**src/sv/csq_pkg.sv**
```systemverilog
package csq_pkg;

	// Defaults for the top-level parameters.
	localparam int QUEUE_DEPTH_DEF = 16;
	localparam int ID_WIDTH_DEF    = 8;

	// Widths of the channel fields.
	localparam int ACTION_W = 2;
	localparam int CALLER_W = 8;
	localparam int COUNT_W  = 16;
	localparam int STATUS_W = 2;

	typedef enum logic [ACTION_W-1:0] {
		ACT_OPEN   = 2'd0,
		ACT_WAIT   = 2'd1,
		ACT_SIGNAL = 2'd2,
		ACT_CLOSE  = 2'd3
	} act_e;

	typedef enum logic [STATUS_W-1:0] {
		ST_OK     = 2'd0,
		ST_CLOSED = 2'd1,
		ST_FULL   = 2'd2
	} status_e;

	// Steps of the control program.
	typedef enum logic [3:0] {
		S_FETCH      = 4'd0,
		S_DECODE     = 4'd1,
		S_OPEN       = 4'd2,
		S_REJECT     = 4'd3,
		S_WAIT       = 4'd4,
		S_WAIT_TAKE  = 4'd5,
		S_WAIT_TEST  = 4'd6,
		S_WAIT_FULL  = 4'd7,
		S_WAIT_PUSH  = 4'd8,
		S_SIGNAL     = 4'd9,
		S_SIG_POP    = 4'd10,
		S_SIG_INC    = 4'd11,
		S_CLOSE      = 4'd12,
		S_CLOSE_POP  = 4'd13,
		S_CLOSE_DONE = 4'd14,
		S_CLOSE_NONE = 4'd15
	} step_e;

	typedef enum logic [1:0] {
		CNT_NONE,
		CNT_LOAD,
		CNT_DEC,
		CNT_INC_SAT
	} cnt_op_e;

	typedef enum logic [1:0] {
		Q_NONE,
		Q_PUSH,
		Q_POP,
		Q_CLEAR
	} q_op_e;

	typedef enum logic [1:0] {
		CLO_NONE,
		CLO_CLEAR,
		CLO_SET
	} clo_op_e;

	typedef enum logic {
		LAST_ONE,
		LAST_OCC_ONE
	} last_sel_e;

	// Jump conditions; when a condition is false the step counter advances by one.
	typedef enum logic [2:0] {
		BR_NEXT,
		BR_ALWAYS,
		BR_NO_ITEM,
		BR_DISPATCH,
		BR_COUNT_ZERO,
		BR_NOT_FULL,
		BR_Q_EMPTY,
		BR_OCC_MORE
	} br_e;

	// One control word of the program.
	typedef struct packed {
		logic      accept;
		logic      emit;
		cnt_op_e   cnt_op;
		q_op_e     q_op;
		clo_op_e   clo_op;
		status_e   status;
		logic      blocked;
		logic      rvalid;
		last_sel_e last_sel;
		br_e       br;
		step_e     target;
	} ctrl_t;

	// Datapath conditions seen by the sequencer.
	typedef struct packed {
		logic in_valid;
		logic out_busy;
		logic closed;
		logic count_zero;
		logic q_full;
		logic q_empty;
		logic occ_more;
		act_e act;
	} flags_t;

	localparam ctrl_t CTRL_NOP = '{
		accept:   1'b0,
		emit:     1'b0,
		cnt_op:   CNT_NONE,
		q_op:     Q_NONE,
		clo_op:   CLO_NONE,
		status:   ST_OK,
		blocked:  1'b0,
		rvalid:   1'b0,
		last_sel: LAST_ONE,
		br:       BR_NEXT,
		target:   S_FETCH
	};

	// Control store: one word for each step.
	function automatic ctrl_t ucode_rom(step_e pc);
		ctrl_t w;
		w = CTRL_NOP;
		unique case (pc)
			S_FETCH: begin
				w.accept = 1'b1;
				w.br     = BR_NO_ITEM;
				w.target = S_FETCH;
			end
			S_DECODE: begin
				w.br = BR_DISPATCH;
			end
			S_OPEN: begin
				w.emit   = 1'b1;
				w.cnt_op = CNT_LOAD;
				w.q_op   = Q_CLEAR;
				w.clo_op = CLO_CLEAR;
				w.br     = BR_ALWAYS;
			end
			S_REJECT: begin
				w.emit   = 1'b1;
				w.status = ST_CLOSED;
				w.br     = BR_ALWAYS;
			end
			S_WAIT: begin
				w.br     = BR_COUNT_ZERO;
				w.target = S_WAIT_TEST;
			end
			S_WAIT_TAKE: begin
				w.emit   = 1'b1;
				w.cnt_op = CNT_DEC;
				w.br     = BR_ALWAYS;
			end
			S_WAIT_TEST: begin
				w.br     = BR_NOT_FULL;
				w.target = S_WAIT_PUSH;
			end
			S_WAIT_FULL: begin
				w.emit   = 1'b1;
				w.status = ST_FULL;
				w.br     = BR_ALWAYS;
			end
			S_WAIT_PUSH: begin
				w.emit    = 1'b1;
				w.q_op    = Q_PUSH;
				w.blocked = 1'b1;
				w.br      = BR_ALWAYS;
			end
			S_SIGNAL: begin
				w.br     = BR_Q_EMPTY;
				w.target = S_SIG_INC;
			end
			S_SIG_POP: begin
				w.emit   = 1'b1;
				w.q_op   = Q_POP;
				w.rvalid = 1'b1;
				w.br     = BR_ALWAYS;
			end
			S_SIG_INC: begin
				w.emit   = 1'b1;
				w.cnt_op = CNT_INC_SAT;
				w.br     = BR_ALWAYS;
			end
			S_CLOSE: begin
				w.br     = BR_Q_EMPTY;
				w.target = S_CLOSE_NONE;
			end
			S_CLOSE_POP: begin
				w.emit     = 1'b1;
				w.q_op     = Q_POP;
				w.rvalid   = 1'b1;
				w.last_sel = LAST_OCC_ONE;
				w.br       = BR_OCC_MORE;
				w.target   = S_CLOSE_POP;
			end
			S_CLOSE_DONE: begin
				w.q_op   = Q_CLEAR;
				w.clo_op = CLO_SET;
				w.br     = BR_ALWAYS;
			end
			S_CLOSE_NONE: begin
				w.emit   = 1'b1;
				w.clo_op = CLO_SET;
				w.br     = BR_ALWAYS;
			end
		endcase
		return w;
	endfunction

	// Entry step of the handler for an action.
	function automatic step_e dispatch(act_e a, logic closed);
		step_e s;
		s = S_REJECT;
		priority if (a == ACT_OPEN) begin
			s = S_OPEN;
		end else if (closed) begin
			s = S_REJECT;
		end else if (a == ACT_WAIT) begin
			s = S_WAIT;
		end else if (a == ACT_SIGNAL) begin
			s = S_SIGNAL;
		end else begin
			s = S_CLOSE;
		end
		return s;
	endfunction

endpackage

```
**src/sv/csq_if.sv**
```systemverilog
// Request channel: one action item.
interface csq_req_if;
	import csq_pkg::*;

	logic                valid;
	logic                ready;
	logic [ACTION_W-1:0] action;
	logic [CALLER_W-1:0] caller_id;
	logic [COUNT_W-1:0]  init_value;

	modport source (output valid, action, caller_id, init_value, input ready);
	modport sink (input valid, action, caller_id, init_value, output ready);
endinterface

// Response channel: one result item.
interface csq_rsp_if;
	import csq_pkg::*;

	logic                valid;
	logic                ready;
	logic [STATUS_W-1:0] status;
	logic                caller_blocked;
	logic                release_valid;
	logic [CALLER_W-1:0] released_id;
	logic                last;

	modport source (output valid, status, caller_blocked, release_valid, released_id, last,
		input ready);
	modport sink (input valid, status, caller_blocked, release_valid, released_id, last,
		output ready);
endinterface

```
**src/sv/counting_semaphore_wait_queue.sv**
```systemverilog
// Channel  Role    Fields
// req      sink    action, caller_id, init_value
// rsp      source  status, caller_blocked, release_valid, released_id, last
//
// A step counter walks a 16-word control program, one word per cycle while not stalled.
// After fetch and decode, open runs open and an action on a closed semaphore reject; a wait
// runs wait, then wait_take or, at zero count, wait_test and wait_push or wait_full; a signal
// runs signal and sig_pop or sig_inc; close runs close, then close_none with no waiter or
// one close_pop per waiter, one release per cycle if not stalled, then close_done. req.ready
// is high only in fetch; an untaken result in the output register stalls only emitting steps.
// Reset leaves the semaphore closed with an empty queue and no result pending.
module counting_semaphore_wait_queue #(
	parameter int QUEUE_DEPTH = csq_pkg::QUEUE_DEPTH_DEF,
	parameter int ID_WIDTH    = csq_pkg::ID_WIDTH_DEF
) (
	input logic       clk,
	input logic       arst_n,
	csq_req_if.sink   req,
	csq_rsp_if.source rsp
);
	import csq_pkg::*;

	ctrl_t  ctrl;
	flags_t flags;
	logic   go;

	// Program sequencer.
	csq_seq u_seq (
		.clk    (clk),
		.arst_n (arst_n),
		.flags  (flags),
		.ctrl   (ctrl),
		.go     (go)
	);

	// Count, closed flag, wait queue and output register.
	csq_dp #(
		.QUEUE_DEPTH (QUEUE_DEPTH),
		.ID_WIDTH    (ID_WIDTH)
	) u_dp (
		.clk    (clk),
		.arst_n (arst_n),
		.ctrl   (ctrl),
		.go     (go),
		.flags  (flags),
		.req    (req),
		.rsp    (rsp)
	);

endmodule

```
**src/sv/csq_seq.sv**
```systemverilog
module csq_seq (
	input  logic            clk,
	input  logic            arst_n,
	input  csq_pkg::flags_t flags,
	output csq_pkg::ctrl_t  ctrl,
	output logic            go
);
	import csq_pkg::*;

	step_e pc_q;
	step_e pc_d;
	step_e pc_inc;
	logic  take;

	// Fetch the control word for the current step.
	assign ctrl   = ucode_rom(pc_q);
	assign pc_inc = step_e'(4'(pc_q) + 4'd1);

	// A step that emits a result waits while the output register is full and not taken.
	assign go = !(ctrl.emit && flags.out_busy);

	// Jump condition and next step.
	always_comb begin
		take = 1'b0;
		pc_d = pc_inc;
		unique case (ctrl.br)
			BR_NEXT:       take = 1'b0;
			BR_ALWAYS:     take = 1'b1;
			BR_NO_ITEM:    take = !flags.in_valid;
			BR_COUNT_ZERO: take = flags.count_zero;
			BR_NOT_FULL:   take = !flags.q_full;
			BR_Q_EMPTY:    take = flags.q_empty;
			BR_OCC_MORE:   take = flags.occ_more;
			BR_DISPATCH:   take = 1'b0;
		endcase
		if (!go) begin
			pc_d = pc_q;
		end else if (ctrl.br == BR_DISPATCH) begin
			pc_d = dispatch(flags.act, flags.closed);
		end else if (take) begin
			pc_d = ctrl.target;
		end
	end

	always_ff @(posedge clk or negedge arst_n) begin
		if (!arst_n) begin
			pc_q <= S_FETCH;
		end else begin
			pc_q <= pc_d;
		end
	end

endmodule

```
**src/sv/csq_dp.sv**
```systemverilog
module csq_dp #(
	parameter int QUEUE_DEPTH = csq_pkg::QUEUE_DEPTH_DEF,
	parameter int ID_WIDTH    = csq_pkg::ID_WIDTH_DEF
) (
	input  logic            clk,
	input  logic            arst_n,
	input  csq_pkg::ctrl_t  ctrl,
	input  logic            go,
	output csq_pkg::flags_t flags,
	csq_req_if.sink         req,
	csq_rsp_if.source       rsp
);
	import csq_pkg::*;

	localparam int PTR_W = $clog2(QUEUE_DEPTH);
	localparam int OCC_W = $clog2(QUEUE_DEPTH + 1);

	act_e                act_q;
	logic [ID_WIDTH-1:0] caller_q;
	logic [COUNT_W-1:0]  init_q;
	logic [COUNT_W-1:0]  count_q;
	logic                closed_q;
	logic [PTR_W-1:0]    head_q;
	logic [PTR_W-1:0]    tail_q;
	logic [PTR_W-1:0]    head_d;
	logic [OCC_W-1:0]    occ_q;
	logic [ID_WIDTH-1:0] mem [QUEUE_DEPTH];
	logic [ID_WIDTH-1:0] rd_q;
	logic                push;
	logic                pop;
	logic                clear;
	logic                out_valid_q;
	logic                load_out;

	function automatic logic [PTR_W-1:0] ptr_inc(logic [PTR_W-1:0] p);
		return (p == PTR_W'(QUEUE_DEPTH - 1)) ? '0 : p + 1'b1;
	endfunction

	assign push     = go && (ctrl.q_op == Q_PUSH);
	assign pop      = go && (ctrl.q_op == Q_POP);
	assign clear    = go && (ctrl.q_op == Q_CLEAR);
	assign load_out = go && ctrl.emit;

	assign req.ready = ctrl.accept;

	// Conditions for the sequencer.
	always_comb begin
		flags.in_valid   = req.valid;
		flags.out_busy   = out_valid_q && !rsp.ready;
		flags.closed     = closed_q;
		flags.count_zero = (count_q == '0);
		flags.q_full     = (occ_q == OCC_W'(QUEUE_DEPTH));
		flags.q_empty    = (occ_q == '0);
		flags.occ_more   = (occ_q > OCC_W'(1));
		flags.act        = act_q;
	end

	// Input item register.
	always_ff @(posedge clk) begin
		if (req.valid && req.ready) begin
			act_q    <= act_e'(req.action);
			caller_q <= ID_WIDTH'(req.caller_id);
			init_q   <= req.init_value;
		end
	end

	// Count and closed flag.
	always_ff @(posedge clk or negedge arst_n) begin
		if (!arst_n) begin
			count_q  <= '0;
			closed_q <= 1'b1;
		end else if (go) begin
			unique case (ctrl.cnt_op)
				CNT_NONE:    count_q <= count_q;
				CNT_LOAD:    count_q <= init_q;
				CNT_DEC:     count_q <= count_q - 1'b1;
				CNT_INC_SAT: count_q <= (count_q == '1) ? count_q : count_q + 1'b1;
			endcase
			unique case (ctrl.clo_op)
				CLO_NONE:  closed_q <= closed_q;
				CLO_CLEAR: closed_q <= 1'b0;
				CLO_SET:   closed_q <= 1'b1;
				default:   closed_q <= closed_q;
			endcase
		end
	end

	// Ring pointers and occupancy.
	always_comb begin
		head_d = head_q;
		if (clear) begin
			head_d = '0;
		end else if (pop) begin
			head_d = ptr_inc(head_q);
		end
	end

	always_ff @(posedge clk or negedge arst_n) begin
		if (!arst_n) begin
			head_q <= '0;
			tail_q <= '0;
			occ_q  <= '0;
		end else begin
			head_q <= head_d;
			if (clear) begin
				tail_q <= '0;
				occ_q  <= '0;
			end else if (push) begin
				tail_q <= ptr_inc(tail_q);
				occ_q  <= occ_q + 1'b1;
			end else if (pop) begin
				occ_q <= occ_q - 1'b1;
			end
		end
	end

	// Wait queue memory; the read port follows the next head so rd_q holds the oldest id.
	always_ff @(posedge clk) begin
		if (push) begin
			mem[tail_q] <= caller_q;
		end
		if (push && (tail_q == head_d)) begin
			rd_q <= caller_q;
		end else begin
			rd_q <= mem[head_d];
		end
	end

	// Output register.
	always_ff @(posedge clk or negedge arst_n) begin
		if (!arst_n) begin
			out_valid_q <= 1'b0;
		end else if (load_out) begin
			out_valid_q <= 1'b1;
		end else if (rsp.ready) begin
			out_valid_q <= 1'b0;
		end
	end

	always_ff @(posedge clk) begin
		if (load_out) begin
			rsp.status         <= ctrl.status;
			rsp.caller_blocked <= ctrl.blocked;
			rsp.release_valid  <= ctrl.rvalid;
			rsp.released_id    <= ctrl.rvalid ? CALLER_W'(rd_q) : '0;
			rsp.last           <= (ctrl.last_sel == LAST_ONE) || (occ_q == OCC_W'(1));
		end
	end

	assign rsp.valid = out_valid_q;

endmodule

```
**src/flat_wrapper.sv**
```systemverilog
// flat-port wrapper written by rule: the top's interface ports become plain ports
module counting_semaphore_wait_queue_flat import csq_pkg::*;
#(
	parameter int QUEUE_DEPTH = csq_pkg::QUEUE_DEPTH_DEF,
	parameter int ID_WIDTH    = csq_pkg::ID_WIDTH_DEF
)
  (clk, arst_n, req_valid, req_action, req_caller_id, req_init_value, req_ready, rsp_valid, rsp_status, rsp_caller_blocked, rsp_release_valid, rsp_released_id, rsp_last, rsp_ready);
  csq_req_if req_i ();
  csq_rsp_if rsp_i ();
  input logic clk;
  input logic arst_n;
  input wire logic [$bits(req_i.valid)-1:0] req_valid;
  input wire logic [$bits(req_i.action)-1:0] req_action;
  input wire logic [$bits(req_i.caller_id)-1:0] req_caller_id;
  input wire logic [$bits(req_i.init_value)-1:0] req_init_value;
  output wire logic [$bits(req_i.ready)-1:0] req_ready;
  output wire logic [$bits(rsp_i.valid)-1:0] rsp_valid;
  output wire logic [$bits(rsp_i.status)-1:0] rsp_status;
  output wire logic [$bits(rsp_i.caller_blocked)-1:0] rsp_caller_blocked;
  output wire logic [$bits(rsp_i.release_valid)-1:0] rsp_release_valid;
  output wire logic [$bits(rsp_i.released_id)-1:0] rsp_released_id;
  output wire logic [$bits(rsp_i.last)-1:0] rsp_last;
  input wire logic [$bits(rsp_i.ready)-1:0] rsp_ready;
  assign req_i.valid = req_valid;
  assign req_i.action = req_action;
  assign req_i.caller_id = req_caller_id;
  assign req_i.init_value = req_init_value;
  assign req_ready = req_i.ready;
  assign rsp_valid = rsp_i.valid;
  assign rsp_status = rsp_i.status;
  assign rsp_caller_blocked = rsp_i.caller_blocked;
  assign rsp_release_valid = rsp_i.release_valid;
  assign rsp_released_id = rsp_i.released_id;
  assign rsp_last = rsp_i.last;
  assign rsp_i.ready = rsp_ready;
  counting_semaphore_wait_queue #(.QUEUE_DEPTH(QUEUE_DEPTH), .ID_WIDTH(ID_WIDTH)) u_core (.clk(clk), .arst_n(arst_n), .req(req_i), .rsp(rsp_i));
endmodule
```
**config.mk**
```make
export PLATFORM = sky130hd
export DESIGN_NAME = counting_semaphore_wait_queue_flat
export DESIGN_NICKNAME = d
export VERILOG_FILES = /design/src/sv/csq_pkg.sv /design/src/sv/csq_if.sv /design/src/sv/counting_semaphore_wait_queue.sv /design/src/sv/csq_seq.sv /design/src/sv/csq_dp.sv /design/src/flat_wrapper.sv
export SDC_FILE = /design/constraint.sdc
export NUM_CORES = 1
export LEC_CHECK = 0
export BUFFER_PORTS_ARGS = -buffer_cell sky130_fd_sc_hd__buf_2
export CAP_MARGIN = 20
export CORE_UTILIZATION = 25
export DETAILED_ROUTE_END_ITERATION = 10
export GPL_ROUTABILITY_DRIVEN = 0
export SLEW_MARGIN = 15
export SYNTH_ARGS = -nofsm -noshare
export SYNTH_HDL_FRONTEND = slang
export SYNTH_SLANG_ARGS = --single-unit
```
**constraint.sdc**
```tcl
create_clock -name clk -period 3.57 [get_ports clk]
set_input_delay 0.714 -clock clk [delete_from_list [all_inputs] [get_ports clk]]
set_output_delay 0.714 -clock clk [all_outputs]
set_load 0.005 [all_outputs]
```
; ---- Word level (Yosys, flattened, before mapping)
; Memory sizes are Yosys's and may differ from the RTL's. A register that Yosys moved wholly into a read port is not among the register bits.
; Cells that the tools add are included.
[word_totals]
n_memories = 1
output_inout_bits = 15
latchBits = 0
ramBits = 128
regBits = 74
mem_bits_ro = 0
input_bits = 30
[classes]
muxes = 34
n_shift = 0
eq_ne = 38
n_reduce_logical = 31
bitwise_logic = 3
n_lt_le_gt_ge = 1
multipliers = 0
div = 0
add_sub_neg = 7
[memory_table]
columns = name, words, width, rd, rd_ports_with_merged_regs, wr, line
row1 = u_core.u_dp.mem, 16, 8, 1, 1, 1, csq_dp.sv:27  ; logic [ID_WIDTH-1:0] mem [QUEUE_DEPTH];
[op_table]
columns = operator, n
row1 = one-hot mux 16 bit (3 select lines), 1
row2 = 2-to-1 mux 4 bit, 11
row3 = "equality test 4 bit, second input constant", 10
row4 = one-hot mux 3 bit (7 select lines), 1
row5 = one-hot mux 4 bit (5 select lines), 1
row6 = OR reduction 9 bit, 2
row7 = "adder 16 x 1 -> 16 bit, second input constant", 1
row8 = "equality test 16 bit, second input constant", 1
row9 = "equality test 4 x 3 -> 1 bit, second input constant", 4
row10 = zero test 16 bit, 1
row11 = 2-to-1 mux 16 bit, 1
row12 = "subtractor 16 x 1 -> 16 bit, second input constant", 1
row13 = 2-to-1 mux 5 bit, 3
row14 = "adder 4 x 1 -> 4 bit, second input constant", 3
row15 = "equality test 2 bit, second input constant", 6
row16 = "equality test 3 bit, second input constant", 4
row17 = one-hot mux 2 bit (3 select lines), 2
row18 = OR reduction 2 bit, 5
row19 = 2-to-1 mux 1 bit, 9
row20 = "equality test 2 x 1 -> 1 bit, second input constant", 4
row21 = "equality test 4 x 2 -> 1 bit, second input constant", 2
row22 = one-hot mux 2 bit (2 select lines), 2
row23 = logical AND 1 bit, 7
row24 = one-hot mux 1 bit (7 select lines), 1
row25 = 22 further kinds, 31

; ---- Depth between registers and ports, before layout
; Gate-level depths: netlist of the first run.
[depth]
word_depth = 9
mapped_depth = 12

; ---- Modules after synthesis
; From an unflattened synthesis of the first run, not the netlist that was laid out.
[hier_totals]
cells_unflattened = 674
area_unflattened_um2 = 9591.7
[modules_own_cells]
columns = module, area_each_um2, cells_per_inst, instances, seq_area_each_um2
row1 = csq_dp, 8793.4, 555, 1, 5871.9
row2 = csq_seq, 798.3, 119, 1, 100.1

; ---- Least setup slack after synthesis of the first run
; No wires, ideal clock.
[synth_timing]
path_kind = reg2reg
start = register u_core.u_seq.pc_q[0]
end = register u_core.u_dp.count_q[15]
n_path_buf = 1
slack_ps = 110
path_stages_with_launch = 13
setup_ps = 127
arrival_time_ps = 3333
period_less_slack_ps = 3460
t_required_ps = 3443
path_cell_list = dfrtp_1 -> ha_1 -> clkbuf_1 -> nand2_1 -> ha_1 -> a21oi_1 -> nor2_1 -> a311o_1 -> a211oi_1 -> nor3_1 -> o32ai_1 -> mux2i_1 -> nand3_1
[synth_between]
elab_chain_cells = 6
elab_cells_between_ends = 22
cone_classes = eq/ne: 13 / mux: 3 / bitwise: 2 / reduce/logical: 4
[synth_lines]
columns = item, line
row1 = from (decl), csq_seq.sv:10  ; step_e pc_q;
row2 = from (signal assigned), csq_seq.sv:49  ; pc_q <= pc_d;
row3 = "parallel branches: the longest is 6 deep, another holds equality test 4 bit", -
row4 = to (signal assigned), csq_dp.sv:74  ; CNT_NONE: count_q <= count_q;
row5 = to (signal assigned), csq_dp.sv:75  ; CNT_LOAD: count_q <= init_q;
row6 = to (signal assigned), csq_dp.sv:76  ; CNT_DEC: count_q <= count_q - 1'b1;
row7 = to (decl), csq_dp.sv:21  ; logic [COUNT_W-1:0] count_q;
; Parallel ways; which one is timed is not known.
; A chain may end at the register's enable or synchronous reset.

; ---- Worst setup path after layout of the first run
; Same ends and word-level chain as after synthesis.

==> results of run 1 <==
[cell families after synthesis]
family | count (synthesis) | share of synthesized area, %
xor+xnor | 11 | 1.03
flops | 206 | 63.9
compound gates | 131 | 8.46
mux | 55 | 11.3
simple gates | 181 | 9.65
fa+ha+maj | 28 | 3.83
buf+inv | 42 | 1.86
[metrics by stage]
step	worst slack [ps]	total power, uW	hold slack (ps)	util (%)	cell area, sq um
after global routing	58.0	9940	345	29.9	11000
final	309	9310	314	29.9	11000
after CTS	100	9380	349	29.9	11000
after detailed placement	125	6960	504	27.8	10200
after global placement	208	6910	510	27.8	10200
after floorplan	110	6010	418	-	9350
[path summary, 6_finish.rpt]
| kind | from | to | cells after the start |
|---|---|---|---|
| setup reg to reg | u_core.u_seq.pc_q[0] | u_core.u_dp.count_q[15] | 11 |
| hold reg to reg | u_core.u_dp.occ_q[4] | u_core.u_dp.occ_q[4] | 1 |
| setup / recovery | u_core.u_seq.pc_q[0] | u_core.u_dp.count_q[15] | 11 |
| min in group clk | req_caller_id[2] | u_core.u_dp.caller_q[2] | 1 |
| hold / removal | arst_n | u_core.u_dp.occ_q[4] | 1 |
| max in group asynchronous | arst_n | u_core.u_dp.head_q[0] | 1 |
[power breakdown]
part | total (uW) | switching, uW | internal (uW) | leakage (uW)
clock | 2380 | 918 | 1460 | 0.000371
sequential | 3480 | 378 | 3100 | 0.00198
combinational | 3440 | 1890 | 1550 | 0.00155
total | 9310 | 3190 | 6120 | 0.00391
[registers in the layout, summed over array words and instances (netlist names), 2 cells and up, named ones only]
| register | flops |
|---|---|
| u_core.u_dp.init_q | 16 |
| u_core.u_dp.rsp.released_id | 8 |
| u_core.u_dp.mem | 128 |
| u_core.u_dp.occ_q | 5 |
| u_core.u_dp.head_q | 4 |
| u_core.u_dp.caller_q | 8 |
| u_core.u_dp.count_q | 16 |
| u_core.u_dp.act_q | 2 |
| u_core.u_seq.pc_q | 4 |
| u_core.u_dp.rsp.status | 2 |
| u_core.u_dp.tail_q | 4 |
[cell type report]
class	instances	area [sq um]	area share (%)
Antenna cell	2	5.00	0.0456
Clock buffer	36	644	5.87
Clock inverter	6	120	1.09
Inverter	12	45.0	0.410
Multi-Input combinational cell	406	3220	29.3
Sequential cell	206	5970	54.4
Tap cell	468	586	5.33
Timing Repair Buffer	65	390	3.55
[cell usage in the layout, fill, tap and decap left out, types with 12 or more instances in the layout]
cell       count
nand2_1       44
inv_1         12
nor2b_1       14
edfxtp_1     167
mux2i_1       12
nor2_1        44
clkbuf_16     23
mux4_2        40
a21oi_1       38
ha_1          27
buf_2         44
buf_4         20
and2_1        14
o21ai_0       46
dfrtp_1       34
[layer usage]
| metal | track usage, % | wire length [um] | up-vias |
|---|---|---|---|
| met3 | 2.02 | 1030 | 23 |
| met4 | 3.32 | 342 | 0 |
| met5 | 0 | 0 | - |
| li1 | - | - | 2661 |
| met1 | 14.6 | 9440 | 2719 |
| met2 | 15.3 | 8380 | 122 |
[worst max-delay path, cell delays in order, from the launching register on]
cell and delay, ps:
dfrtp_1 440, ha_1 240, nand2_1 310, ha_1 310
a21oi_1 150, nor2b_1 80, a311o_1 430, a211oi_2 340
nor3_1 150, o32ai_2 380, mux2i_1 240, nand3_1 90
==> impl_metrics.tcl, run 1 <==
set metrics [dict create \
    dp.cells 1156 \
    ys.flop_type "edfxtp_1" \
    hold_viol_final 0 \
    ys_seq_area_share_pct 63.9 \
    fillers 3604 \
    instances_no_fill 1201 \
    fin_crit_sh_pct 91.3 \
    areaGrowthSynthToFinish_pct 17.5 \
    slew_headroom_pct 40.6 \
    drt_iter0_markers 436 \
    ys_ff_latch 206 \
    drive_gt1_share_pct 20.8 \
    drt-vias-per-instance 4.60 \
    synth_cell_types 62 \
    clkLatencyLatePin_ps 520 \
    nets 772 \
    hold_buffers 0 \
    cts_setup_buffers 0 \
    synth_common_cells "edfxtp_1 (167), o21ai_0 (46), nand2_1 (44), nor2_1 (44), mux4_2 (40)" \
    tightestPinTransition_ps 891 \
    yosys.area.top_type "edfxtp_1" \
    grt.total_usage_pct 10.2 \
    fp.dieArea_sq_um 38200 \
    clock-sinks 206 \
    port_buffers 44 \
    avgSynthCellArea_sq_um 14.3 \
    synth_area_leaders "edfxtp_1 (54%), mux4_2 (9.6%), dfrtp_1 (9.1%)" \
    min_period_ps 3260 \
    run_status "complete, no violations" \
    clock_path_buffers 3 \
    grt_overflow_total 0 \
    dpl.hpwl_um 13000 \
    maxCapViolations 0 \
    syn_area_sq_um 9350 \
    wirelength_um 19200 \
    start_kind "flop" \
    setup_viol 0 \
    drtPass1Iterations 5 \
    synth_top_area_share_pct 53.6 \
    clockRootBuffer "clkbuf_16" \
    antenna_found_initial 2 \
    synth_fp_nets 712 \
    cp-end-kind "flop" \
    fp-row-count 70 \
    h-tree-depth 1 \
    wl_per_cell_um 16.0 \
    cp_data_required_time_ps 3970 \
    clk_pin_slew_ps 60 \
    leakage_uw 0.00391 \
    power_density_nw_per_um2 847 \
    dieHeight_um 195 \
    critPathKind "reg -> reg" \
    report.final.slew_viol_count 0 \
    fin_setup_tns_ps 0 \
    vias 5525 \
    coreArea_sq_um 36700 \
    grt_pass1_wl_um 30900 \
    grt_pass1_vias 5458 \
    finClkSkew_ps 12.2 \
    start_util_pct 25.5 \
    vdd_drop_max_mv 0.344 \
    cts_buffers 23 \
    ctsResizeCount 0 \
    cts_tree "built" \
    max_freq_mhz 307 \
    drcViolationCount 0 \
    hp-class "in -> async" \
    arrival_ps 3660 \
    drt.antenna.violating_nets 0 \
    io_pins 45 \
    crit_path_max_fanout 10 \
    synth_cells 654 \
    reg2reg_setup_slack_ps 310 \
    die_x_um 195 \
    synth_edf_count 167 \
    grt_start_max_net_pins 36 \
    yosys_warnings 0 \
    synth_most_common_cell "edfxtp_1" \
    synthArstFlopShare_pct 17.0 \
    rsz0062_at_grt "false" \
]
No activity file was read; power rests on OpenSTA's default activity.
==> run 2, diff against run 1 <==
Settings changed: GPL_TIMING_DRIVEN set to 0.
==> impl_metrics.tcl, run 2 (same netlist as run 1, synthesis figures left out) <==
set metrics [dict create \
    power_density_nw_per_um2 845 \
    slew_headroom_pct 33.1 \
    finish.utilization_pct 29.9 \
    leakage_uw 0.00387 \
    fp-row-count 70 \
    grt_pass1_wl_um 31100 \
    multiInputGateArea_sq_um 3290 \
    clkLatencyLatePin_ps 510 \
    clock-sinks 206 \
    final_common_cell "edfxtp_1" \
    fillers 3609 \
    cts_setup_buffers 0 \
    top_regs "u_core.u_dp.mem x128, u_core.u_dp.count_q x16, u_core.u_dp.init_q x16" \
    fin_crit_sh_pct 95.2 \
    hold_slack_ps 321 \
    regArea_sq_um 5970 \
    dpl.hpwl_um 13700 \
    drtPass1Iterations 7 \
    port_buffers 44 \
    nets 783 \
    start_util_pct 25.5 \
    design_area_sq_um 11000 \
    r2r-start "u_core.u_seq.pc_q[0]" \
    drt.antenna.violating_nets 0 \
    wirelength_um 19900 \
    instances_no_fill 1210 \
    setup_viol 0 \
    antenna_cells 0 \
    drive_gt1_share_pct 21.0 \
    grt_start_max_net_pins 36 \
    cp-end-kind "flop" \
    antenna_found_initial 1 \
    finClkSkew_ps 11.3 \
    largest_reg_flops 128 \
    drt-vias-per-instance 4.66 \
    start_kind "flop" \
    drcViolationCount 0 \
    report.final.slew_viol_count 0 \
    vias 5644 \
    fp.dieArea_sq_um 38200 \
    clk_pin_slew_ps 50 \
    max_freq_mhz 294 \
    cp_data_required_time_ps 3780 \
    dp.cells 1166 \
    clockRootBuffer "clkbuf_16" \
    wl_per_cell_um 16.4 \
    maxCapViolations 0 \
    drt_iter0_markers 432 \
    grt_pass1_vias 5468 \
    die_x_um 195 \
    totalPowerFinal_uw 9290 \
    coreArea_sq_um 36700 \
    crit_path_max_fanout 10 \
    dieHeight_um 195 \
    grt_overflow_total 0 \
    io_pins 45 \
    critPathLaunch "u_core.u_seq.pc_q[0]" \
    largest-register "u_core.u_dp.mem" \
    h-tree-depth 1 \
    hp-class "in -> async" \
    cts_buffers 24 \
    min_period_ps 3400 \
    hold_viol_final 0 \
    dpl_cell_area_sq_um 10200 \
    layout_common_cells "edfxtp_1 (167), o21ai_0 (46), buf_2 (45), nand2_1 (42)" \
    vdd_drop_max_mv 0.381 \
    critPathKind "reg -> reg" \
    run_status "complete, no violations" \
    grt.total_usage_pct 10.4 \
    clock_path_buffers 3 \
    areaGrowthSynthToFinish_pct 17.5 \
    tightestPinTransition_ps 1000 \
    arrival_ps 3610 \
    rsz0062_at_grt "true" \
    cts_tree "built" \
]
[run 2: metal layers]
| metal | share of wire (%) | wire, um | vias to the layer above | GRT usage (%) |
|---|---|---|---|---|
| met5 | 0.065 | 13 | - | 0 |
| li1 | - | - | 2672 | - |
| met1 | 48 | 9470 | 2801 | 15.1 |
| met4 | 2.4 | 471 | 2 | 3.30 |
| met3 | 5.0 | 993 | 34 | 1.87 |
| met2 | 45 | 8930 | 135 | 15.7 |
[run 2: worst paths after layout]
| check | end | slack [ps] | cells past startpoint |
|---|---|---|---|
| max | u_core.u_dp.mem[2][0] | 170 | 11 |
| min | u_core.u_seq.pc_q[2] | 320 | 1 |
| max reg2reg | u_core.u_dp.mem[2][0] | 170 | 11 |
| min reg2reg | u_core.u_dp.occ_q[4] | 510 | 1 |
| max in group asynchronous | u_core.u_dp.count_q[12] | 2670 | 1 |
| min in group clk | u_core.u_dp.init_q[0] | 370 | 1 |
[run 2: area by class of cell]
class                   instances  share of cell area, %
plain buffers                  30                   1.21
clock buffers                  29                   5.83
clock inverters                14                  0.854
inverters                      12                  0.410
multi-input cells             406                   29.9
flip-flops and latches        206                   54.4
well taps                     468                   5.33
repair buffers                 45                   2.07
[run 2: power by group]
group / leakage (uW) / switching [uW] / internal, uW / total (uW)
combinational: 0.00153 / 2020 / 1550 / 3570
sequential: 0.00198 / 338 / 3100 / 3440
clock: 0.000360 / 927 / 1340 / 2270
total: 0.00387 / 3290 / 6000 / 9290
[run 2: worst max-delay path, stage by stage (launching register included)]
cell and delay, ps:
dfrtp_1 440, inv_1 90, ha_1 230, clkbuf_1 230, a211o_1 340, a21oi_2 230
or2_2 160, clkbuf_1 270, nand3_1 200, or2_2 410, nor2_1 210, and2_4 290
[run 2: repair_timing]
action                                  CTS  global route
gates resized for setup                  13            19
endpoints found under the setup margin   57           116
hold buffers                              0             0
pin swaps                                 0             1
hold endpoints to repair                  0             0
[run 2: metrics by stage]
stage | setup TNS [ps] | setup slack (ps)
after floorplan | 0 | 110
after global placement | -6930 | -652
after detailed placement | -8650 | -678
after CTS | 0 | 32.6
after global routing | -544 | -37.9
final | 0 | 170
